$ cat src/design/courtesy_lamp_timeout_fader_core_defines.svh
// Assertion macros shared by the courtesy lamp fader RTL.
// Depends on nothing; files that assert include it by name.
`ifndef COURTESY_LAMP_TIMEOUT_FADER_CORE_DEFINES_SVH
`define COURTESY_LAMP_TIMEOUT_FADER_CORE_DEFINES_SVH

// Concurrent assertion on an explicit clock and active-low reset.
`define CLF_ASSERT_CLK(label, clk, rstn, prop, msg) \
  label: assert property (@(posedge clk) disable iff (!rstn) prop) else $error(msg);

// Concurrent assertion on the block's own clock and reset.
`define CLF_ASSERT(label, prop, msg) \
  `CLF_ASSERT_CLK(label, clk_i, rst_ni, prop, msg)

`endif

$ cat src/design/clf_pkg.sv
// Types and constants of the courtesy lamp timeout fader.
// No dependencies; used by the interfaces, the step logic and the top level.
`default_nettype none

package clf_pkg;

  localparam int unsigned HOLD_W   = 17;
  localparam int unsigned STEP_W   = 10;
  localparam int unsigned DUTY_W   = 13;
  localparam int unsigned DOOR_W   = 8;
  localparam int unsigned REMOTE_W = 2;
  localparam int unsigned CFG_IDX_W  = 3;
  localparam int unsigned CFG_DATA_W = HOLD_W;

  localparam logic [DUTY_W-1:0] DUTY_MAX = {DUTY_W{1'b1}};

  // Configuration register indexes.
  localparam logic [CFG_IDX_W-1:0] CFG_SHORT_HOLD  = 3'd0;
  localparam logic [CFG_IDX_W-1:0] CFG_LONG_HOLD   = 3'd1;
  localparam logic [CFG_IDX_W-1:0] CFG_UNLOCK_HOLD = 3'd2;
  localparam logic [CFG_IDX_W-1:0] CFG_RAMP_STEP   = 3'd3;
  localparam logic [CFG_IDX_W-1:0] CFG_START_DUTY  = 3'd4;
  localparam logic [CFG_IDX_W-1:0] CFG_FULL_DUTY   = 3'd5;

  // Reset values of the configuration registers.
  localparam logic [HOLD_W-1:0] RST_SHORT_HOLD  = 17'd3125;
  localparam logic [HOLD_W-1:0] RST_LONG_HOLD   = 17'd75000;
  localparam logic [HOLD_W-1:0] RST_UNLOCK_HOLD = 17'd7500;
  localparam logic [STEP_W-1:0] RST_RAMP_STEP   = 10'd57;
  localparam logic [DUTY_W-1:0] RST_START_DUTY  = 13'd41;
  localparam logic [DUTY_W-1:0] RST_FULL_DUTY   = 13'd5000;

  typedef enum logic [REMOTE_W-1:0] {
    REM_NONE   = 2'd0,
    REM_UNLOCK = 2'd1,
    REM_LOCK   = 2'd2
  } remote_e;

  typedef struct packed {
    logic [HOLD_W-1:0] short_hold_ticks;
    logic [HOLD_W-1:0] long_hold_ticks;
    logic [HOLD_W-1:0] unlock_open_hold_ticks;
    logic [STEP_W-1:0] ramp_step;
    logic [DUTY_W-1:0] ramp_start_duty;
    logic [DUTY_W-1:0] full_duty;
  } cfg_t;

  typedef struct packed {
    logic              ignition_on;
    logic [DOOR_W-1:0] door_open_mask;
    logic [REMOTE_W-1:0] remote_event;
  } item_t;

  typedef struct packed {
    logic [DUTY_W-1:0] pwm_duty;
    logic              duty_update;
    logic              lamp_cut;
    logic              lamp_request;
  } result_t;

  // Lamp state other than the remembered door mask.
  typedef struct packed {
    logic [HOLD_W-1:0] hold_count;
    logic              previous_request;
    logic              previous_ignition;
    logic              fading_in;
    logic              fading_out;
    logic [DUTY_W-1:0] duty_level;
  } state_t;

endpackage

`default_nettype wire

$ cat src/design/clf_if.sv
// Request channels of the courtesy lamp fader: tick input and result output.
// Depends on clf_pkg for the field widths.
`default_nettype none

interface clf_in_if
  import clf_pkg::*;
();
  logic                valid;
  logic                ready;
  logic                ignition_on;
  logic [DOOR_W-1:0]   door_open_mask;
  logic [REMOTE_W-1:0] remote_event;

  modport source (output valid, ignition_on, door_open_mask, remote_event, input ready);
  modport sink   (input valid, ignition_on, door_open_mask, remote_event, output ready);
endinterface

interface clf_out_if
  import clf_pkg::*;
();
  logic              valid;
  logic              ready;
  logic [DUTY_W-1:0] pwm_duty;
  logic              duty_update;
  logic              lamp_cut;
  logic              lamp_request;

  modport source (output valid, pwm_duty, duty_update, lamp_cut, lamp_request, input ready);
  modport sink   (input valid, pwm_duty, duty_update, lamp_cut, lamp_request, output ready);
endinterface

`default_nettype wire

$ cat src/design/clf_step.sv
// Next-state and result logic for one lamp tick: hold timer and fade engine.
// Depends on clf_pkg; instantiated by the top level.
`default_nettype none

module clf_step
  import clf_pkg::*;
#(
  parameter int unsigned DOOR_BITS = 8
) (
  input  cfg_t   cfg_i,
  input  state_t state_i,
  input  logic [((DOOR_BITS < DOOR_W) ? DOOR_BITS : DOOR_W)-1:0] doors_prev_i,
  input  item_t  item_i,
  output state_t state_o,
  output logic [((DOOR_BITS < DOOR_W) ? DOOR_BITS : DOOR_W)-1:0] doors_prev_o,
  output result_t result_o
);

  localparam int unsigned DoorW = (DOOR_BITS < DOOR_W) ? DOOR_BITS : DOOR_W;

  logic [DoorW-1:0]  doors;
  logic              doors_zero;
  logic              ign;
  logic              req;
  logic [HOLD_W-1:0] hold;
  logic [DUTY_W-1:0] duty;
  logic [DUTY_W:0]   sum_up;
  logic [DUTY_W:0]   full_plus2;
  logic              fade_in;
  logic              fade_out;
  logic              written;
  logic              cut;

  always_comb begin
    doors        = item_i.door_open_mask[DoorW-1:0];
    doors_zero   = (doors == '0);
    ign          = item_i.ignition_on;
    state_o      = state_i;
    doors_prev_o = doors_prev_i;
    written      = 1'b0;
    cut          = 1'b0;

    // Countdown: the request reflects the count at the start of the tick.
    req  = (state_i.hold_count != '0);
    hold = req ? state_i.hold_count - HOLD_W'(1) : '0;

    // Ignition edge.
    if (state_i.previous_ignition != ign) begin
      state_o.previous_ignition = ign;
      if (!ign) begin
        hold = doors_zero ? cfg_i.short_hold_ticks : cfg_i.long_hold_ticks;
      end else begin
        hold = '0;
      end
    end
    if (ign && doors_zero) begin
      hold = '0;
    end

    // Door change.
    if (doors_prev_i != doors) begin
      doors_prev_o = doors;
      if (!doors_zero) begin
        hold = cfg_i.long_hold_ticks;
      end else if (hold != '0) begin
        hold = cfg_i.short_hold_ticks;
      end
    end

    // Remote key event; the unused code is ignored.
    case (remote_e'(item_i.remote_event))
      REM_UNLOCK: begin
        if (!ign) begin
          hold = doors_zero ? cfg_i.short_hold_ticks : cfg_i.unlock_open_hold_ticks;
        end
      end
      REM_LOCK: begin
        if (doors_zero) begin
          hold = '0;
        end
      end
      default: begin
      end
    endcase
    state_o.hold_count = hold;

    // Fade engine.
    duty       = state_i.duty_level;
    fade_in    = state_i.fading_in;
    fade_out   = state_i.fading_out;
    sum_up     = {1'b0, duty} + {{(DUTY_W + 1 - STEP_W){1'b0}}, cfg_i.ramp_step};
    full_plus2 = {1'b0, cfg_i.full_duty} + {{DUTY_W{1'b0}}, 1'b1} + {{DUTY_W{1'b0}}, 1'b1};
    if (fade_in) begin
      if (duty > cfg_i.full_duty) begin
        fade_in = 1'b0;
        duty    = full_plus2[DUTY_W] ? DUTY_MAX : full_plus2[DUTY_W-1:0];
      end else begin
        duty    = sum_up[DUTY_W] ? DUTY_MAX : sum_up[DUTY_W-1:0];
      end
      written = 1'b1;
    end
    if (fade_out) begin
      if ({{(DUTY_W - STEP_W){1'b0}}, cfg_i.ramp_step} > duty) begin
        fade_out = 1'b0;
        duty     = '0;
        cut      = 1'b1;
      end else begin
        duty = duty - {{(DUTY_W - STEP_W){1'b0}}, cfg_i.ramp_step};
      end
      written = 1'b1;
    end

    // A change of request starts a new ramp, except in the tick a fade out ends.
    if (!cut && (req != state_i.previous_request)) begin
      state_o.previous_request = req;
      if (req) begin
        fade_in  = 1'b1;
        fade_out = 1'b0;
        duty     = cfg_i.ramp_start_duty;
      end else begin
        fade_in  = 1'b0;
        fade_out = 1'b1;
        duty     = cfg_i.full_duty;
      end
    end
    state_o.fading_in  = fade_in;
    state_o.fading_out = fade_out;
    state_o.duty_level = duty;

    result_o.pwm_duty     = duty;
    result_o.duty_update  = written;
    result_o.lamp_cut     = cut;
    result_o.lamp_request = req;
  end

endmodule

`default_nettype wire

$ cat src/design/courtesy_lamp_timeout_fader_core.sv
// Courtesy lamp timeout fader: a request passes the input register, then the result
// register, before its result is valid. Throughput one tick per cycle while the output
// is ready; the input side stalls only when both registers are full and it is not ready.
// Reset (asynchronous, active low) clears the hold timer and the fade state and loads
// the configuration registers with their default values.
`default_nettype none
`include "courtesy_lamp_timeout_fader_core_defines.svh"

module courtesy_lamp_timeout_fader_core
  import clf_pkg::*;
#(
  parameter int unsigned DOOR_BITS = 8
) (
  input  logic                  clk_i,
  input  logic                  rst_ni,
  clf_in_if.sink                in_i,
  clf_out_if.source             out_o,
  input  logic                  cfg_we_i,
  input  logic [CFG_IDX_W-1:0]  cfg_idx_i,
  input  logic [CFG_DATA_W-1:0] cfg_data_i
);

  localparam int unsigned DoorW = (DOOR_BITS < DOOR_W) ? DOOR_BITS : DOOR_W;

  cfg_t             cfg_q;
  state_t           state_q;
  state_t           state_d;
  logic [DoorW-1:0] doors_q;
  logic [DoorW-1:0] doors_d;
  logic             in_valid_q;
  item_t            item_q;
  logic             out_valid_q;
  result_t          result_q;
  result_t          result_d;
  logic             advance;

  // Configuration registers.
  always_ff @(posedge clk_i or negedge rst_ni) begin
    if (!rst_ni) begin
      cfg_q.short_hold_ticks       <= RST_SHORT_HOLD;
      cfg_q.long_hold_ticks        <= RST_LONG_HOLD;
      cfg_q.unlock_open_hold_ticks <= RST_UNLOCK_HOLD;
      cfg_q.ramp_step              <= RST_RAMP_STEP;
      cfg_q.ramp_start_duty        <= RST_START_DUTY;
      cfg_q.full_duty              <= RST_FULL_DUTY;
    end else if (cfg_we_i) begin
      case (cfg_idx_i)
        CFG_SHORT_HOLD:  cfg_q.short_hold_ticks       <= cfg_data_i;
        CFG_LONG_HOLD:   cfg_q.long_hold_ticks        <= cfg_data_i;
        CFG_UNLOCK_HOLD: cfg_q.unlock_open_hold_ticks <= cfg_data_i;
        CFG_RAMP_STEP:   cfg_q.ramp_step              <= cfg_data_i[STEP_W-1:0];
        CFG_START_DUTY:  cfg_q.ramp_start_duty        <= cfg_data_i[DUTY_W-1:0];
        CFG_FULL_DUTY:   cfg_q.full_duty              <= cfg_data_i[DUTY_W-1:0];
        default: begin
        end
      endcase
    end
  end

  // The held tick moves on when the result register is free or being emptied.
  assign advance     = in_valid_q && (!out_valid_q || out_o.ready);
  assign in_i.ready  = !in_valid_q || advance;

  // Input register.
  always_ff @(posedge clk_i or negedge rst_ni) begin
    if (!rst_ni) begin
      in_valid_q <= 1'b0;
    end else if (in_i.ready) begin
      in_valid_q <= in_i.valid;
    end
  end

  always_ff @(posedge clk_i) begin
    if (in_i.valid && in_i.ready) begin
      item_q.ignition_on    <= in_i.ignition_on;
      item_q.door_open_mask <= in_i.door_open_mask;
      item_q.remote_event   <= in_i.remote_event;
    end
  end

  clf_step #(
    .DOOR_BITS (DOOR_BITS)
  ) u_step (
    .cfg_i        (cfg_q),
    .state_i      (state_q),
    .doors_prev_i (doors_q),
    .item_i       (item_q),
    .state_o      (state_d),
    .doors_prev_o (doors_d),
    .result_o     (result_d)
  );

  // Lamp state and result register.
  always_ff @(posedge clk_i or negedge rst_ni) begin
    if (!rst_ni) begin
      state_q     <= '0;
      doors_q     <= '0;
      out_valid_q <= 1'b0;
    end else begin
      if (advance) begin
        state_q     <= state_d;
        doors_q     <= doors_d;
        out_valid_q <= 1'b1;
      end else if (out_o.ready) begin
        out_valid_q <= 1'b0;
      end
    end
  end

  always_ff @(posedge clk_i) begin
    if (advance) begin
      result_q <= result_d;
    end
  end

  assign out_o.valid        = out_valid_q;
  assign out_o.pwm_duty     = result_q.pwm_duty;
  assign out_o.duty_update  = result_q.duty_update;
  assign out_o.lamp_cut     = result_q.lamp_cut;
  assign out_o.lamp_request = result_q.lamp_request;

  // Checks on the fade engine and the pipeline.
  `CLF_ASSERT(a_fade_exclusive, !(state_q.fading_in && state_q.fading_out), "fade in and out both active")
  `CLF_ASSERT(a_cut_zero_duty, out_valid_q && result_q.lamp_cut |-> (result_q.pwm_duty == '0) && result_q.duty_update, "lamp cut without zero duty write")
  `CLF_ASSERT(a_cut_ends_fade, advance && result_d.lamp_cut |=> !state_q.fading_out, "fade out still running after lamp cut")
  `CLF_ASSERT(a_held_tick_kept, in_valid_q && !advance |=> in_valid_q && $stable(item_q), "held tick lost or changed while stalled")

endmodule

`default_nettype wire
$ cat src/flat_wrapper.sv
// flat-port wrapper written by rule: the top's interface ports become plain ports
module courtesy_lamp_timeout_fader_core_flat import clf_pkg::*;
#(
  parameter int unsigned DOOR_BITS = 8
)
  (clk_i, rst_ni, cfg_we_i, cfg_idx_i, cfg_data_i, in_i_valid, in_i_ignition_on, in_i_door_open_mask, in_i_remote_event, in_i_ready, out_o_valid, out_o_pwm_duty, out_o_duty_update, out_o_lamp_cut, out_o_lamp_request, out_o_ready);
  clf_in_if in_i_i ();
  clf_out_if out_o_i ();
  input  logic clk_i;
  input  logic rst_ni;
  input  logic cfg_we_i;
  input  logic [CFG_IDX_W-1:0] cfg_idx_i;
  input  logic [CFG_DATA_W-1:0] cfg_data_i;
  input wire logic [$bits(in_i_i.valid)-1:0] in_i_valid;
  input wire logic [$bits(in_i_i.ignition_on)-1:0] in_i_ignition_on;
  input wire logic [$bits(in_i_i.door_open_mask)-1:0] in_i_door_open_mask;
  input wire logic [$bits(in_i_i.remote_event)-1:0] in_i_remote_event;
  output wire logic [$bits(in_i_i.ready)-1:0] in_i_ready;
  output wire logic [$bits(out_o_i.valid)-1:0] out_o_valid;
  output wire logic [$bits(out_o_i.pwm_duty)-1:0] out_o_pwm_duty;
  output wire logic [$bits(out_o_i.duty_update)-1:0] out_o_duty_update;
  output wire logic [$bits(out_o_i.lamp_cut)-1:0] out_o_lamp_cut;
  output wire logic [$bits(out_o_i.lamp_request)-1:0] out_o_lamp_request;
  input wire logic [$bits(out_o_i.ready)-1:0] out_o_ready;
  assign in_i_i.valid = in_i_valid;
  assign in_i_i.ignition_on = in_i_ignition_on;
  assign in_i_i.door_open_mask = in_i_door_open_mask;
  assign in_i_i.remote_event = in_i_remote_event;
  assign in_i_ready = in_i_i.ready;
  assign out_o_valid = out_o_i.valid;
  assign out_o_pwm_duty = out_o_i.pwm_duty;
  assign out_o_duty_update = out_o_i.duty_update;
  assign out_o_lamp_cut = out_o_i.lamp_cut;
  assign out_o_lamp_request = out_o_i.lamp_request;
  assign out_o_i.ready = out_o_ready;
  courtesy_lamp_timeout_fader_core #(.DOOR_BITS(DOOR_BITS)) u_core (.clk_i(clk_i), .rst_ni(rst_ni), .in_i(in_i_i), .out_o(out_o_i), .cfg_we_i(cfg_we_i), .cfg_idx_i(cfg_idx_i), .cfg_data_i(cfg_data_i));
endmodule
$ cat config.mk
export PLATFORM = sky130hd
export DESIGN_NAME = courtesy_lamp_timeout_fader_core_flat
export DESIGN_NICKNAME = d
export VERILOG_FILES = /design/src/design/clf_pkg.sv /design/src/design/clf_if.sv /design/src/design/clf_step.sv /design/src/design/courtesy_lamp_timeout_fader_core.sv /design/src/flat_wrapper.sv
export VERILOG_INCLUDE_DIRS = /design/src /design/src/design
export SDC_FILE = /design/constraint.sdc
export NUM_CORES = 1
export LEC_CHECK = 0
export BUFFER_PORTS_ARGS = -buffer_cell sky130_fd_sc_hd__buf_2
export CORE_UTILIZATION = 45
export CTS_CLUSTER_DIAMETER = 150
export DETAILED_ROUTE_END_ITERATION = 7
export MAX_ROUTING_LAYER = met4
export PLACE_DENSITY_LB_ADDON = 0.05
export SYNTH_ARGS = -nofsm -noshare
export SYNTH_HDL_FRONTEND = slang
export SYNTH_SLANG_ARGS = --single-unit
$ cat constraint.sdc
create_clock -name clk_i -period 5.7 [get_ports clk_i]
set_input_delay 1.14 -clock clk_i [delete_from_list [all_inputs] [get_ports clk_i]]
set_output_delay 1.14 -clock clk_i [all_outputs]
set_load 0.01 [all_outputs]
Word level (Yosys, flattened, before mapping) --
Index checks and enable logic that the tools add are counted.
Word-level totals: input bits 36, bits in registers 158, output and inout bits 18
Cells by class: $add $sub $neg 5, muxes and demuxes 33, $lt $le $gt $ge 2, eq/ne operators 10, reduce and logical (&&, ||, !) cells 23
Operators by type and width (count):
- $mux 17 | 11
- $mux 13 | 8
- $pmux 17 s2 | 1
- $reduce_bool 17->1 | 2
- $reduce_and 2->1 | 9
- $sub 17x1->17 const B | 1
- $add 13x1->14 const B | 1
- $add 13x10->14 | 1
- $add 14x1->14 const B | 1
- $gt 10x13->1 | 1
- $gt 13x13->1 | 1
- $mux 1 | 13
- $sub 13x10->13 | 1
- $logic_not 8->1 | 1
- $ne 8x8->1 | 1
- $eq 3x2->1 const B | 2
- $eq 3x3->1 const B | 2
- $logic_and 1x1->1 | 4
- $eq 3x1->1 const B | 1
- $logic_not 1->1 | 3
- $logic_not 3->1 | 1
- $eq 2x1->1 const B | 1
- $eq 2x2->1 const B | 1
- $logic_or 1x1->1 | 2
- 2 further kinds | 3

Logic depth before layout (Yosys ltp) --
Gate-level depths: netlist of the first run.
word-level depth 11, depth in mapped cells 21, gate-level depth less buffers 20

By module --
From an unflattened synthesis of the first run, not the netlist that was laid out.
Unflattened totals: cell total of the unflattened synthesis 971, area, all modules 10068.4 um^2
By module, submodules not included:
- courtesy_lamp_timeout_fader_core | sequential area each 4130.2 um^2, cells each 313, area an instance 5775.5 um^2, instances 1
- clf_step | sequential area each 0.0 um^2, cells each 658, area an instance 4292.9 um^2, instances 1

Worst setup path before layout of the first run --
OpenSTA, ideal clock, no wires.
path kind reg-to-reg, start point reg u_core.cfg_q[3] in the netlist's numbering, end point reg u_core.result_q, in the netlist u_core.out_o.pwm_duty[10] (data pin), cell stages (with the launch flop) 20, path slack 848 ps, clock period less this slack 4852 ps, arrival 4586 ps, cell sequence dfstp_2 -> clkbuf_1 -> inv_1 -> ha_1 -> and3_1 -> o21ai_0 -> a31oi_1 -> o32a_1 -> or2_1 -> o22ai_1 -> nor2_1 -> ha_1 -> or4_1 -> o221a_2 -> o21a_1 -> o21a_1 -> nand4b_1 -> nor2_1 -> clkbuf_1 -> nor2_1
RTL lines:
- start, declared | line courtesy_lamp_timeout_fader_core.sv:25 | cfg_t cfg_q;
- end signal, assigned | line courtesy_lamp_timeout_fader_core.sv:112 | result_q <= result_d;
- end, declared | line courtesy_lamp_timeout_fader_core.sv:33 | result_t result_q;

==> impl_metrics.xml, run 1 <==
<?xml version="1.0" encoding="UTF-8"?>
<metrics>
  <group name="synthesis">
    <metric name="yosysWarnings" unit="">0</metric>
    <metric name="postSynthRegisterBits" unit="">158</metric>
    <metric name="synthCells" unit="">1010</metric>
    <metric name="synth.cell_area" unit="µm²">9901</metric>
    <metric name="synth-edff-count" unit="">27</metric>
    <metric name="synth_ff_type" unit="">sky130_fd_sc_hd__dfrtp_1</metric>
    <metric name="yosysUniqueCellTypes" unit="">82</metric>
    <metric name="async_reset_ff_frac" unit="">0.8291</metric>
    <metric name="syn_avg_cell_area" unit="µm²">9.803</metric>
    <metric name="synth_nets" unit="">1085</metric>
    <metric name="synth_seq_area_share" unit="">0.4172</metric>
  </group>
  <group name="clocking">
    <metric name="clk_pin_slew_worst_paths" unit="ps">80</metric>
    <metric name="cts.repair.resized" unit="">0</metric>
    <metric name="cts_post_setup_buffers_inserted" unit="">0</metric>
    <metric name="cts.root.buffer_cell" unit="">sky130_fd_sc_hd__clkbuf_16</metric>
    <metric name="htree_num_levels" unit="">4</metric>
    <metric name="cts-buffers-inserted" unit="">17</metric>
    <metric name="numClockSinks" unit="">158</metric>
    <metric name="hold_buffer_count_at_cts" unit="">0</metric>
    <metric name="max-clock-path-buffers" unit="">2</metric>
    <metric name="clkLatencyLatePin" unit="ps">440</metric>
    <metric name="tritoncts_clock_tree" unit="">done</metric>
  </group>
  <group name="final_layout">
    <metric name="syn_to_final_growth" unit="%">12.12</metric>
    <metric name="num-nets-final" unit="">1127</metric>
    <metric name="layout.area.seq" unit="µm²">4130</metric>
    <metric name="drive_above_1_share" unit="">0.2432</metric>
    <metric name="design_area" unit="µm²">11100</metric>
    <metric name="multi_input_comb_area" unit="µm²">5435</metric>
    <metric name="post_layout_nonfiller_instances" unit="">1340</metric>
    <metric name="n_fill_cell" unit="">1998</metric>
    <metric name="antenna-diode-count" unit="">0</metric>
  </group>
  <group name="routing">
    <metric name="vias" unit="">8095</metric>
    <metric name="wirelength" unit="µm">28150</metric>
    <metric name="detail_route.iter0.violations" unit="">585</metric>
    <metric name="detailedRoute.firstPassIterationCount" unit="">5</metric>
    <metric name="vias_per_cell" unit="">6.041</metric>
    <metric name="drc" unit="">0</metric>
    <metric name="antenna_violating_nets_post_route" unit="">0</metric>
    <metric name="routed_wire_length_per_instance" unit="µm">21.01</metric>
  </group>
  <group name="global_route">
    <metric name="number_of_global_route_vias_before_repair" unit="">7574</metric>
    <metric name="grt_start_max_net_pins" unit="">91</metric>
    <metric name="grt_pass1_wl" unit="µm">44260</metric>
    <metric name="number_of_antenna_violations_at_the_first_check_in_global_routing" unit="">0</metric>
    <metric name="grt_remaining_overflow" unit="">0</metric>
    <metric name="track_usage" unit="">0.2683</metric>
  </group>
  <group name="pwr">
    <metric name="power_density" unit="nW/µm²">538.9</metric>
    <metric name="leakage" unit="nW">4.496</metric>
    <metric name="vdd.ir_drop.worst" unit="µV">262.3</metric>
  </group>
  <group name="critical_path">
    <metric name="worst-endpoint-arrival" unit="ps">5680</metric>
    <metric name="path_max_fanout" unit="">18</metric>
    <metric name="worstSetupEndpointType" unit="">flop</metric>
    <metric name="cp-start-kind" unit="">flop</metric>
    <metric name="cp.required" unit="ps">6030</metric>
    <metric name="timing.setup.critical_path_class" unit="">reg -&gt; reg</metric>
  </group>
  <group name="sta">
    <metric name="finalHoldViolations" unit="">0</metric>
    <metric name="grt_setup_unrepaired" unit="">false</metric>
    <metric name="final-setup-viol-count" unit="">0</metric>
    <metric name="final.period_utilization" unit="">0.9393</metric>
    <metric name="timing.max_slew.rel_slack" unit="">0.2528</metric>
    <metric name="fin_crit" unit="ps">5354</metric>
    <metric name="fin_setup_tns" unit="ps">0</metric>
    <metric name="tightest_slew" unit="ps">1121</metric>
    <metric name="timing_max_transition_violations_final" unit="">0</metric>
    <metric name="skew" unit="ps">13.59</metric>
    <metric name="fmaxAchievable" unit="GHz">0.1868</metric>
  </group>
  <group name="floorplanning">
    <metric name="floorplan.die.width" unit="µm">150.3</metric>
    <metric name="rows" unit="">53</metric>
    <metric name="die_height" unit="µm">150.3</metric>
    <metric name="die_area" unit="µm²">22600</metric>
    <metric name="start_util" unit="">0.4651</metric>
    <metric name="ios" unit="">54</metric>
    <metric name="coreArea" unit="µm²">21290</metric>
  </group>
  <group name="min_path">
    <metric name="worstHoldPathType" unit="">reg -&gt; reg</metric>
  </group>
  <group name="flow_run">
    <metric name="drv.max_cap_violation_count" unit="">0</metric>
  </group>
  <group name="place">
    <metric name="dpl-instance-area" unit="µm²">10470</metric>
    <metric name="placed_cell_count" unit="">1308</metric>
    <metric name="detailedPlacementHpwl" unit="µm">19820</metric>
    <metric name="routabilityCongestion" unit="">0.9304</metric>
    <metric name="port_buffers" unit="">53</metric>
  </group>
  <group name="status">
    <metric name="status" unit="">complete, no violations</metric>
  </group>
</metrics>
[state kept, by name, indices dropped and copies added, names as in the netlist]
signal	flops
u_core.out_o.pwm_duty	13
u_core.out_o.valid	1
u_core.out_o.lamp_request	1
u_core.out_o.duty_update	1
u_core.state_q	34
u_core.out_o.lamp_cut	1
u_core.item_q	11
u_core.cfg_q	87
u_core.doors_q	8
u_core.in_valid_q	1
[critical path, stage by stage (launching register included)]
cell and delay (ps):
sky130_fd_sc_hd__dfrtp_1 420, sky130_fd_sc_hd__ha_1 320, sky130_fd_sc_hd__a211oi_1 410, sky130_fd_sc_hd__nor3_1 170
sky130_fd_sc_hd__o32ai_1 520, sky130_fd_sc_hd__nor2_1 270, sky130_fd_sc_hd__or2_1 350, sky130_fd_sc_hd__o22ai_1 230
sky130_fd_sc_hd__nor2_1 70, sky130_fd_sc_hd__ha_1 220, sky130_fd_sc_hd__or4_1 540, sky130_fd_sc_hd__o221a_2 260
sky130_fd_sc_hd__o21a_1 190, sky130_fd_sc_hd__o21a_1 200, sky130_fd_sc_hd__nand4b_1 240, sky130_fd_sc_hd__nor2_1 140
sky130_fd_sc_hd__buf_4 280, sky130_fd_sc_hd__nor2b_1 130, sky130_fd_sc_hd__mux2_2 270
[cell usage after synthesis, drive strengths merged, types with 11 or more instances]
master,instances,area [µm²]
dfrtp,98,2452
o221ai,11,96.34
dfstp,33,867.1
mux2,102,1149
clkbuf,40,151.4
o22ai,13,87.58
nor2b,11,68.82
a21oi,62,317.8
nor2,94,355.3
xnor2,28,245.2
a211oi,12,90.09
mux2i,15,150.1
edfxtp,27,810.8
nor3,19,95.09
nand3,17,85.08
o21ai,53,265.3
ha,37,462.9
o21a,15,112.6
nand2,89,334.1
o31ai,12,90.09
inv,42,157.7
[final timing paths]
check	from	endpoint	slack [ps]	depth (start not counted)
hold reg to reg	u_core.in_valid_q$_DFFE_PN0N_	u_core.out_o.valid$_DFFE_PN0P_	500	1
max in group asynchronous	rst_ni	u_core.cfg_q[70]$_DFFE_PN1P_	3810	2
hold / removal	u_core.in_valid_q$_DFFE_PN0N_	u_core.out_o.valid$_DFFE_PN0P_	500	1
min in group asynchronous	rst_ni	u_core.state_q[8]$_DFFE_PN0P_	780	1
setup reg to reg	u_core.state_q[1]$_DFFE_PN0P_	u_core.state_q[2]$_DFFE_PN0P_	350	18
setup / recovery	u_core.state_q[1]$_DFFE_PN0P_	u_core.state_q[2]$_DFFE_PN0P_	350	18
[power breakdown]
| part | internal, mW | switching (mW) |
|---|---|---|
| combinational | 1.35 | 1.64 |
| clock | 0.635 | 0.560 |
| sequential | 1.50 | 0.301 |
[placed cells by master, fill, tap and decap left out, types with 12 or more instances in the layout]
cell type,count
sky130_fd_sc_hd__o21ai_0,48
sky130_fd_sc_hd__nand2_1,89
sky130_fd_sc_hd__o21a_1,15
sky130_fd_sc_hd__nor2_1,91
sky130_fd_sc_hd__dfrtp_1,98
sky130_fd_sc_hd__buf_4,19
sky130_fd_sc_hd__a21oi_1,60
sky130_fd_sc_hd__dfstp_2,33
sky130_fd_sc_hd__ha_1,37
sky130_fd_sc_hd__edfxtp_1,27
sky130_fd_sc_hd__clkbuf_16,17
sky130_fd_sc_hd__buf_2,52
sky130_fd_sc_hd__xnor2_1,28
sky130_fd_sc_hd__mux2_2,102
sky130_fd_sc_hd__inv_1,42
sky130_fd_sc_hd__nand3_1,17
sky130_fd_sc_hd__nor3_1,18
sky130_fd_sc_hd__o22ai_1,12
sky130_fd_sc_hd__o31ai_1,12
sky130_fd_sc_hd__a211oi_1,12
sky130_fd_sc_hd__mux2i_1,15
[layer usage]
| layer | vias to the layer above | GRT usage | share of wire |
|---|---|---|---|
| met5 | - | - | 0 |
| met4 | 0 | 0.07374 | 0.013 |
| met3 | 26 | 0.04121 | 0.058 |
| met2 | 280 | 0.3668 | 0.42 |
| met1 | 3955 | 0.4056 | 0.51 |
| li1 | 3834 | - | - |
[final cells by class]
| class | instances | share of cell area |
|---|---|---|
| multi-input cells | 761 | 0.4896 |
| clock inverters | 15 | 0.01747 |
| well taps | 275 | 0.03100 |
| repair buffers | 72 | 0.03731 |
| inverters | 42 | 0.01420 |
| flip-flops and latches | 158 | 0.3721 |
| clock buffers | 17 | 0.03832 |
[stage by stage]
stage | util | power [mW] | hold WS (ps) | setup slack (ps)
3_3_place_gp | 0.4919 | 4.723 | 490.9 | 303.7
5_1_grt | 0.5215 | 6.440 | 528.1 | 11.58
4_1_cts | 0.5210 | 5.945 | 508.9 | 317.8
6_report | 0.5215 | 5.982 | 503.0 | 345.8
3_5_place_dp | 0.4919 | 4.721 | 495.2 | 348.1
2_1_floorplan | - | 3.976 | 456.9 | 848.5
[cells by family (layout without fill, tap and decap cells)]
group / count (synthesis) / in the layout / share of synthesized area
AOI/OAI and AO/OA: 266 / 266 / 0.1827
xor gates and xnor gates: 35 / 35 / 0.03096
adders and majority gates: 39 / 39 / 0.05080
buffers and inverters: 91 / 146 / 0.03652
DFF: 158 / 158 / 0.4172
muxes: 117 / 117 / 0.1312
and+or+nand+nor: 304 / 304 / 0.1506
Power figures use the tool's default switching activity.
==> run 2, diff against run 1 <==
==> constraint.sdc (replaced) <==
create_clock -name clk_i -period 5.6 [get_ports clk_i]
set_input_delay 1.12 -clock clk_i [delete_from_list [all_inputs] [get_ports clk_i]]
set_output_delay 1.12 -clock clk_i [all_outputs]
set_load 0.01 [all_outputs]
==> impl_metrics.xml, run 2 (synthesis gave the netlist of run 1 again) <==
<?xml version="1.0" encoding="UTF-8"?>
<metrics>
  <group name="status">
    <metric name="status" unit="">complete, no violations</metric>
  </group>
  <group name="place">
    <metric name="dpl-instance-area" unit="µm²">10510</metric>
    <metric name="port_buffers" unit="">53</metric>
    <metric name="detailedPlacementHpwl" unit="µm">20470</metric>
    <metric name="placed_cell_count" unit="">1313</metric>
    <metric name="routabilityCongestion" unit="">0.9344</metric>
  </group>
  <group name="final_layout">
    <metric name="num-nets-final" unit="">1132</metric>
    <metric name="design_area" unit="µm²">11120</metric>
    <metric name="syn_to_final_growth" unit="%">12.33</metric>
    <metric name="antenna-diode-count" unit="">0</metric>
    <metric name="layout_commonest_cell" unit="">sky130_fd_sc_hd__mux2_2</metric>
    <metric name="drive_above_1_share" unit="">0.2477</metric>
    <metric name="registers.top_by_ff_count" unit="">u_core.cfg_q</metric>
    <metric name="final_core_utilization" unit="">0.5225</metric>
    <metric name="largest_register_ff_count" unit="">87</metric>
    <metric name="most-common-layout-cells" unit="">sky130_fd_sc_hd__mux2_2 (102), sky130_fd_sc_hd__dfrtp_1 (98), sky130_fd_sc_hd__nor2_1 (91)</metric>
    <metric name="post_layout_nonfiller_instances" unit="">1345</metric>
  </group>
  <group name="pwr">
    <metric name="cellInternalPower" unit="mW">3.516</metric>
    <metric name="power_density" unit="nW/µm²">548.8</metric>
    <metric name="net-switching-power" unit="mW">2.588</metric>
    <metric name="leakage" unit="nW">4.513</metric>
    <metric name="p_sw_frac" unit="">0.4240</metric>
    <metric name="power.share.sequential" unit="">0.298</metric>
    <metric name="vdd.ir_drop.worst" unit="µV">255.4</metric>
    <metric name="power_frac_clock" unit="">0.193</metric>
    <metric name="p_comb_frac" unit="">0.509</metric>
  </group>
  <group name="clocking">
    <metric name="htree_num_levels" unit="">4</metric>
    <metric name="clk_pin_slew_worst_paths" unit="ps">70</metric>
    <metric name="cts-buffers-inserted" unit="">17</metric>
    <metric name="clkLatencyLatePin" unit="ps">440</metric>
    <metric name="cts.root.buffer_cell" unit="">sky130_fd_sc_hd__clkbuf_16</metric>
    <metric name="hold_buffer_count_at_cts" unit="">0</metric>
    <metric name="tritoncts_clock_tree" unit="">done</metric>
    <metric name="max-clock-path-buffers" unit="">2</metric>
    <metric name="numClockSinks" unit="">158</metric>
  </group>
  <group name="critical_path">
    <metric name="timing.setup.critical_path_class" unit="">reg -&gt; reg</metric>
    <metric name="worstRegToRegCells" unit="">18</metric>
    <metric name="critical_path.reg2reg.startpoint" unit="">u_core.state_q[2]$_DFFE_PN0P_</metric>
    <metric name="worst-r2r-setup-slack" unit="ps">320</metric>
    <metric name="worst-endpoint-arrival" unit="ps">5440</metric>
    <metric name="path_max_fanout" unit="">9</metric>
    <metric name="reg2reg_to" unit="">u_core.out_o.pwm_duty[6]$_DFFE_PP_</metric>
    <metric name="cp.required" unit="ps">5760</metric>
    <metric name="cp-start-kind" unit="">flop</metric>
    <metric name="worstSetupEndpointType" unit="">flop</metric>
  </group>
  <group name="floorplanning">
    <metric name="die_area" unit="µm²">22600</metric>
    <metric name="start_util" unit="">0.4651</metric>
    <metric name="ios" unit="">54</metric>
    <metric name="coreArea" unit="µm²">21290</metric>
    <metric name="rows" unit="">53</metric>
    <metric name="floorplan.die.width" unit="µm">150.3</metric>
    <metric name="die_height" unit="µm">150.3</metric>
  </group>
  <group name="sta">
    <metric name="skew" unit="ps">11.38</metric>
    <metric name="fin_crit" unit="ps">5279</metric>
    <metric name="grt_setup_unrepaired" unit="">false</metric>
    <metric name="timing.max_slew.rel_slack" unit="">0.2588</metric>
    <metric name="tightest_slew" unit="ps">1112</metric>
    <metric name="final-setup-viol-count" unit="">0</metric>
    <metric name="timing_max_transition_violations_final" unit="">0</metric>
    <metric name="fmaxAchievable" unit="GHz">0.1894</metric>
    <metric name="final.period_utilization" unit="">0.9427</metric>
    <metric name="fin_setup_tns" unit="ps">0</metric>
    <metric name="finalHoldViolations" unit="">0</metric>
  </group>
  <group name="routing">
    <metric name="wirelength" unit="µm">28780</metric>
    <metric name="drc" unit="">0</metric>
    <metric name="antenna_violating_nets_post_route" unit="">0</metric>
    <metric name="vias" unit="">8058</metric>
    <metric name="detail_route.iter0.violations" unit="">745</metric>
    <metric name="vias_per_cell" unit="">5.991</metric>
    <metric name="detailedRoute.firstPassIterationCount" unit="">7</metric>
    <metric name="routed_wire_length_per_instance" unit="µm">21.40</metric>
  </group>
  <group name="global_route">
    <metric name="number_of_antenna_violations_at_the_first_check_in_global_routing" unit="">0</metric>
    <metric name="track_usage" unit="">0.2732</metric>
    <metric name="grt_remaining_overflow" unit="">0</metric>
    <metric name="grt_start_max_net_pins" unit="">96</metric>
    <metric name="number_of_global_route_vias_before_repair" unit="">7563</metric>
    <metric name="grt_pass1_wl" unit="µm">44820</metric>
  </group>
  <group name="min_path">
    <metric name="holdPathStages" unit="">1</metric>
    <metric name="holdCritStartpoint" unit="">u_core.cfg_q[15]$_DFFE_PN0P_</metric>
    <metric name="worst_hold_endpoint" unit="">u_core.cfg_q[15]$_DFFE_PN0P_</metric>
    <metric name="worstHoldPathType" unit="">reg -&gt; reg</metric>
  </group>
  <group name="flow_run">
    <metric name="drv.max_cap_violation_count" unit="">0</metric>
  </group>
</metrics>
[run 2: stage by stage]
stage                     setup WS [ps]  hold slack [ps]  total power [mW]
after global routing              93.95            529.4             6.534
after detailed placement          315.8            493.1             4.844
final                             320.8            510.9             6.104
after floorplan                   748.5            456.9             4.047
after CTS                         274.3            514.7             6.050
after global placement            271.8            484.5             4.839
[run 2: how the worst max path moves through the flow]
stage / from / end / slack [ps] / cells past startpoint
3_5_place_dp: u_core.cfg_q[27]$_DFFE_PN0P_ / u_core.state_q[14]$_DFFE_PN0P_ / 320 / 17
2_1_floorplan: u_core.cfg_q[3]$_DFFE_PN1P_ / u_core.out_o.pwm_duty[10]$_DFFE_PP_ / 750 / 19
4_1_cts: u_core.cfg_q[27]$_DFFE_PN0P_ / u_core.state_q[14]$_DFFE_PN0P_ / 270 / 17
6_report: u_core.state_q[2]$_DFFE_PN0P_ / u_core.out_o.pwm_duty[6]$_DFFE_PP_ / 320 / 18
5_1_grt: u_core.state_q[2]$_DFFE_PN0P_ / u_core.state_q[5]$_DFFE_PN0P_ / 90 / 19
3_3_place_gp: u_core.cfg_q[27]$_DFFE_PN0P_ / u_core.state_q[14]$_DFFE_PN0P_ / 270 / 16
[run 2: metal layers]
metal,track usage,part of all wire,vias to the layer above
met5,-,0,-
met4,0.05606,0.0098,0
met3,0.05333,0.059,20
met2,0.3737,0.42,260
met1,0.4124,0.51,3946
li1,-,-,3832
[run 2: repair_timing]
action	in CTS	in global routing
setup buffers	0	0
endpoints found under the setup margin	0	6
gates resized for setup	0	4
[run 2: layout make-up]
class	instances	area [µm²]
Multi-Input combinational cell	761	5443
Timing Repair Buffer	77	451.7
Clock buffer	17	425.4
Inverter	42	157.7
Clock inverter	15	170.2
Tap cell	275	344.1
Fill cell	1992	10160
Sequential cell	158	4130
[run 2: power groups by stage]
stage                     logic [mW]  clock network (mW)  registers (mW)
after detailed placement        3.01                   0            1.83
after CTS                       3.04                1.20            1.81
after floorplan                 2.30                   0            1.74
after global routing            3.42                1.25            1.86
after global placement          3.02                   0            1.82
final                           3.11                1.18            1.82
[run 2: worst max-delay path: stages, from the launching register on]
cell,delay (ps)
sky130_fd_sc_hd__dfrtp_1,430
sky130_fd_sc_hd__ha_1,370
sky130_fd_sc_hd__o21ai_0,150
sky130_fd_sc_hd__nor3_1,460
sky130_fd_sc_hd__o32ai_2,200
sky130_fd_sc_hd__nor2_1,520
sky130_fd_sc_hd__nor3_1,140
sky130_fd_sc_hd__or2_2,320
sky130_fd_sc_hd__ha_1,210
sky130_fd_sc_hd__fa_1,410
sky130_fd_sc_hd__inv_1,80
sky130_fd_sc_hd__a21o_1,120
sky130_fd_sc_hd__a21oi_1,90
sky130_fd_sc_hd__o21ai_0,380
sky130_fd_sc_hd__o21ai_0,130
sky130_fd_sc_hd__nand3b_1,140
sky130_fd_sc_hd__a22oi_1,120
sky130_fd_sc_hd__a311oi_1,620
sky130_fd_sc_hd__nor2_1,100
==> run 3, diff against run 2 <==
--- a/config.mk
+++ b/config.mk
@@ -7,6 +7,7 @@
 export NUM_CORES = 1
 export LEC_CHECK = 0
 export BUFFER_PORTS_ARGS = -buffer_cell sky130_fd_sc_hd__buf_2
+export CORE_MARGIN = 1.5
 export CORE_UTILIZATION = 45
 export CTS_CLUSTER_DIAMETER = 150
 export DETAILED_ROUTE_END_ITERATION = 7
==> impl_metrics.xml, run 3 (synthesis gave the netlist of run 1 again) <==
<?xml version="1.0" encoding="UTF-8"?>
<metrics>
  <group name="clocking">
    <metric name="tritoncts_clock_tree" unit="">done</metric>
    <metric name="cts-buffers-inserted" unit="">17</metric>
    <metric name="cts.root.buffer_cell" unit="">sky130_fd_sc_hd__clkbuf_16</metric>
    <metric name="clkLatencyLatePin" unit="ps">440</metric>
    <metric name="htree_num_levels" unit="">4</metric>
    <metric name="max-clock-path-buffers" unit="">2</metric>
    <metric name="hold_buffer_count_at_cts" unit="">0</metric>
    <metric name="clk_pin_slew_worst_paths" unit="ps">70</metric>
    <metric name="numClockSinks" unit="">158</metric>
  </group>
  <group name="floorplanning">
    <metric name="die_height" unit="µm">151.3</metric>
    <metric name="coreArea" unit="µm²">21690</metric>
    <metric name="start_util" unit="">0.4565</metric>
    <metric name="die_area" unit="µm²">22900</metric>
    <metric name="floorplan.die.width" unit="µm">151.3</metric>
    <metric name="rows" unit="">54</metric>
    <metric name="ios" unit="">54</metric>
  </group>
  <group name="critical_path">
    <metric name="worst-endpoint-arrival" unit="ps">5580</metric>
    <metric name="worstSetupEndpointType" unit="">flop</metric>
    <metric name="reg2reg_to" unit="">u_core.state_q[12]$_DFFE_PN0P_</metric>
    <metric name="timing.setup.critical_path_class" unit="">reg -&gt; reg</metric>
    <metric name="cp.required" unit="ps">5930</metric>
    <metric name="cp-start-kind" unit="">flop</metric>
    <metric name="critical_path.reg2reg.startpoint" unit="">u_core.cfg_q[10]$_DFFE_PN0P_</metric>
    <metric name="worst-r2r-setup-slack" unit="ps">340</metric>
    <metric name="worstRegToRegCells" unit="">18</metric>
    <metric name="path_max_fanout" unit="">18</metric>
  </group>
  <group name="global_route">
    <metric name="grt_pass1_wl" unit="µm">45890</metric>
    <metric name="number_of_global_route_vias_before_repair" unit="">7765</metric>
    <metric name="grt_remaining_overflow" unit="">0</metric>
    <metric name="grt_start_max_net_pins" unit="">50</metric>
    <metric name="number_of_antenna_violations_at_the_first_check_in_global_routing" unit="">0</metric>
    <metric name="track_usage" unit="">0.2759</metric>
  </group>
  <group name="routing">
    <metric name="drc" unit="">0</metric>
    <metric name="wirelength" unit="µm">29290</metric>
    <metric name="detailedRoute.firstPassIterationCount" unit="">5</metric>
    <metric name="antenna_violating_nets_post_route" unit="">0</metric>
    <metric name="vias" unit="">8217</metric>
    <metric name="vias_per_cell" unit="">6.078</metric>
    <metric name="routed_wire_length_per_instance" unit="µm">21.66</metric>
    <metric name="detail_route.iter0.violations" unit="">621</metric>
  </group>
  <group name="sta">
    <metric name="fin_crit" unit="ps">5258</metric>
    <metric name="timing.max_slew.rel_slack" unit="">0.2033</metric>
    <metric name="final_critical_path_setup_slack" unit="ps">342.4</metric>
    <metric name="finalHoldViolations" unit="">0</metric>
    <metric name="timing_max_transition_violations_final" unit="">0</metric>
    <metric name="tightest_slew" unit="ps">1194</metric>
    <metric name="final.period_utilization" unit="">0.9389</metric>
    <metric name="final-setup-viol-count" unit="">0</metric>
    <metric name="skew" unit="ps">10.91</metric>
    <metric name="fin_setup_tns" unit="ps">0</metric>
    <metric name="fmaxAchievable" unit="GHz">0.1902</metric>
    <metric name="grt_setup_unrepaired" unit="">false</metric>
  </group>
  <group name="place">
    <metric name="detailedPlacementHpwl" unit="µm">20890</metric>
    <metric name="routabilityCongestion" unit="">0.9454</metric>
    <metric name="port_buffers" unit="">53</metric>
    <metric name="dp_worst_setup_slack" unit="ps">388.6</metric>
  </group>
  <group name="final_layout">
    <metric name="layout_commonest_cell" unit="">sky130_fd_sc_hd__mux2_2</metric>
    <metric name="syn_to_final_growth" unit="%">12.38</metric>
    <metric name="largest_register_ff_count" unit="">87</metric>
    <metric name="antenna-diode-count" unit="">0</metric>
    <metric name="num-nets-final" unit="">1134</metric>
    <metric name="most-common-layout-cells" unit="">sky130_fd_sc_hd__mux2_2 (102), sky130_fd_sc_hd__dfrtp_1 (98), sky130_fd_sc_hd__nor2_1 (91)</metric>
    <metric name="registers.top_by_ff_count" unit="">u_core.cfg_q</metric>
    <metric name="drive_above_1_share" unit="">0.2472</metric>
  </group>
  <group name="pwr">
    <metric name="net-switching-power" unit="mW">2.577</metric>
    <metric name="leakage" unit="nW">4.508</metric>
    <metric name="vdd.ir_drop.worst" unit="µV">287.7</metric>
    <metric name="power.share.sequential" unit="">0.298</metric>
    <metric name="power_density" unit="nW/µm²">548.7</metric>
    <metric name="p_sw_frac" unit="">0.4221</metric>
    <metric name="cellInternalPower" unit="mW">3.529</metric>
    <metric name="power_frac_clock" unit="">0.190</metric>
    <metric name="p_comb_frac" unit="">0.511</metric>
  </group>
  <group name="min_path">
    <metric name="holdPathStages" unit="">1</metric>
    <metric name="worst_hold_endpoint" unit="">u_core.out_o.valid$_DFFE_PN0P_</metric>
    <metric name="worstHoldPathType" unit="">reg -&gt; reg</metric>
    <metric name="holdCritStartpoint" unit="">u_core.in_valid_q$_DFFE_PN0N_</metric>
  </group>
  <group name="flow_run">
    <metric name="drv.max_cap_violation_count" unit="">0</metric>
  </group>
  <group name="status">
    <metric name="status" unit="">complete, no violations</metric>
  </group>
</metrics>
run 3: changes by cell type in the layout (fill, tap and decap cells not counted), sizes merged:
cell	before	now
buf	77	79
clkinv	6	4
clkinvlp	1	3
run 3: through the flow:
step / hold WS [ps] / std cells / area, µm² / total power, mW / util
2_1_floorplan: 456.9 / 1010 / 9901 / 4.047 / -
3_3_place_gp: 492.5 / 1320 / 10530 / 4.904 / 0.4855
3_5_place_dp: 491.0 / 1320 / 10530 / 4.898 / 0.4855
4_1_cts: 503.9 / 1352 / 11120 / 6.084 / 0.5127
5_1_grt: 524.7 / 1352 / 11130 / 6.569 / 0.5130
6_report: 496.0 / 1352 / 11130 / 6.106 / 0.5130
run 3: layout make-up:
| cell class | count | area [µm²] |
|---|---|---|
| clock buffers | 17 | 425.4 |
| clock inverters | 15 | 165.2 |
| fillers | 2003 | 10560 |
| inverters | 42 | 157.7 |
| multi-input cells | 761 | 5431 |
| flip-flops and latches | 158 | 4130 |
| well taps | 280 | 350.3 |
| repair buffers | 79 | 466.7 |
run 3: critical path, stage by stage (launching register included):
cell and delay (ps):
sky130_fd_sc_hd__dfrtp_1 500, sky130_fd_sc_hd__inv_1 80, sky130_fd_sc_hd__ha_1 300, sky130_fd_sc_hd__a211oi_1 310, sky130_fd_sc_hd__o21ai_0 190, sky130_fd_sc_hd__or3_1 420
sky130_fd_sc_hd__o21a_1 280, sky130_fd_sc_hd__o311ai_0 480, sky130_fd_sc_hd__nand2_1 110, sky130_fd_sc_hd__ha_1 250, sky130_fd_sc_hd__or4_1 560, sky130_fd_sc_hd__o221a_2 250
sky130_fd_sc_hd__o21a_1 200, sky130_fd_sc_hd__o21a_1 200, sky130_fd_sc_hd__nand4b_1 210, sky130_fd_sc_hd__nor2_1 120, sky130_fd_sc_hd__buf_4 290, sky130_fd_sc_hd__a211oi_1 110
sky130_fd_sc_hd__mux2_2 270
run 3: worst max path at each step:
stage | start | to | slack (ps) | depth (start not counted)
6_report | u_core.cfg_q[10]$_DFFE_PN0P_ | u_core.state_q[12]$_DFFE_PN0P_ | 340 | 18
5_1_grt | u_core.state_q[2]$_DFFE_PN0P_ | u_core.out_o.pwm_duty[10]$_DFFE_PP_ | 5 | 20
4_1_cts | u_core.state_q[8]$_DFFE_PN0P_ | u_core.state_q[12]$_DFFE_PN0P_ | 360 | 19
3_5_place_dp | u_core.state_q[8]$_DFFE_PN0P_ | u_core.state_q[2]$_DFFE_PN0P_ | 390 | 19
3_3_place_gp | u_core.state_q[10]$_DFFE_PN0P_ | u_core.state_q[12]$_DFFE_PN0P_ | 480 | 17
2_1_floorplan | u_core.cfg_q[3]$_DFFE_PN1P_ | u_core.out_o.pwm_duty[10]$_DFFE_PP_ | 750 | 19
run 3: repair_timing:
action / in CTS / in global routing
endpoints found under the setup margin: 0 / 4
hold endpoints to repair: 0 / 0
buffers inserted: 0 / 0
gates resized for setup: 0 / 1
run 3: routing by layer:
| metal | vias up | wire length (µm) | track usage |
|---|---|---|---|
| met5 | - | 0 | - |
| met4 | 0 | 413 | 0.06650 |
| met3 | 33 | 1695 | 0.04910 |
| met2 | 305 | 12690 | 0.3977 |
| met1 | 4041 | 14490 | 0.3997 |
| li1 | 3838 | - | - |
run 3: power groups by stage:
stage	logic, mW	registers (mW)	clock network, mW
5_1_grt	3.47	1.87	1.23
2_1_floorplan	2.30	1.74	0
3_3_place_gp	3.07	1.84	0
4_1_cts	3.08	1.82	1.18
3_5_place_dp	3.06	1.84	0
6_report	3.12	1.82	1.16
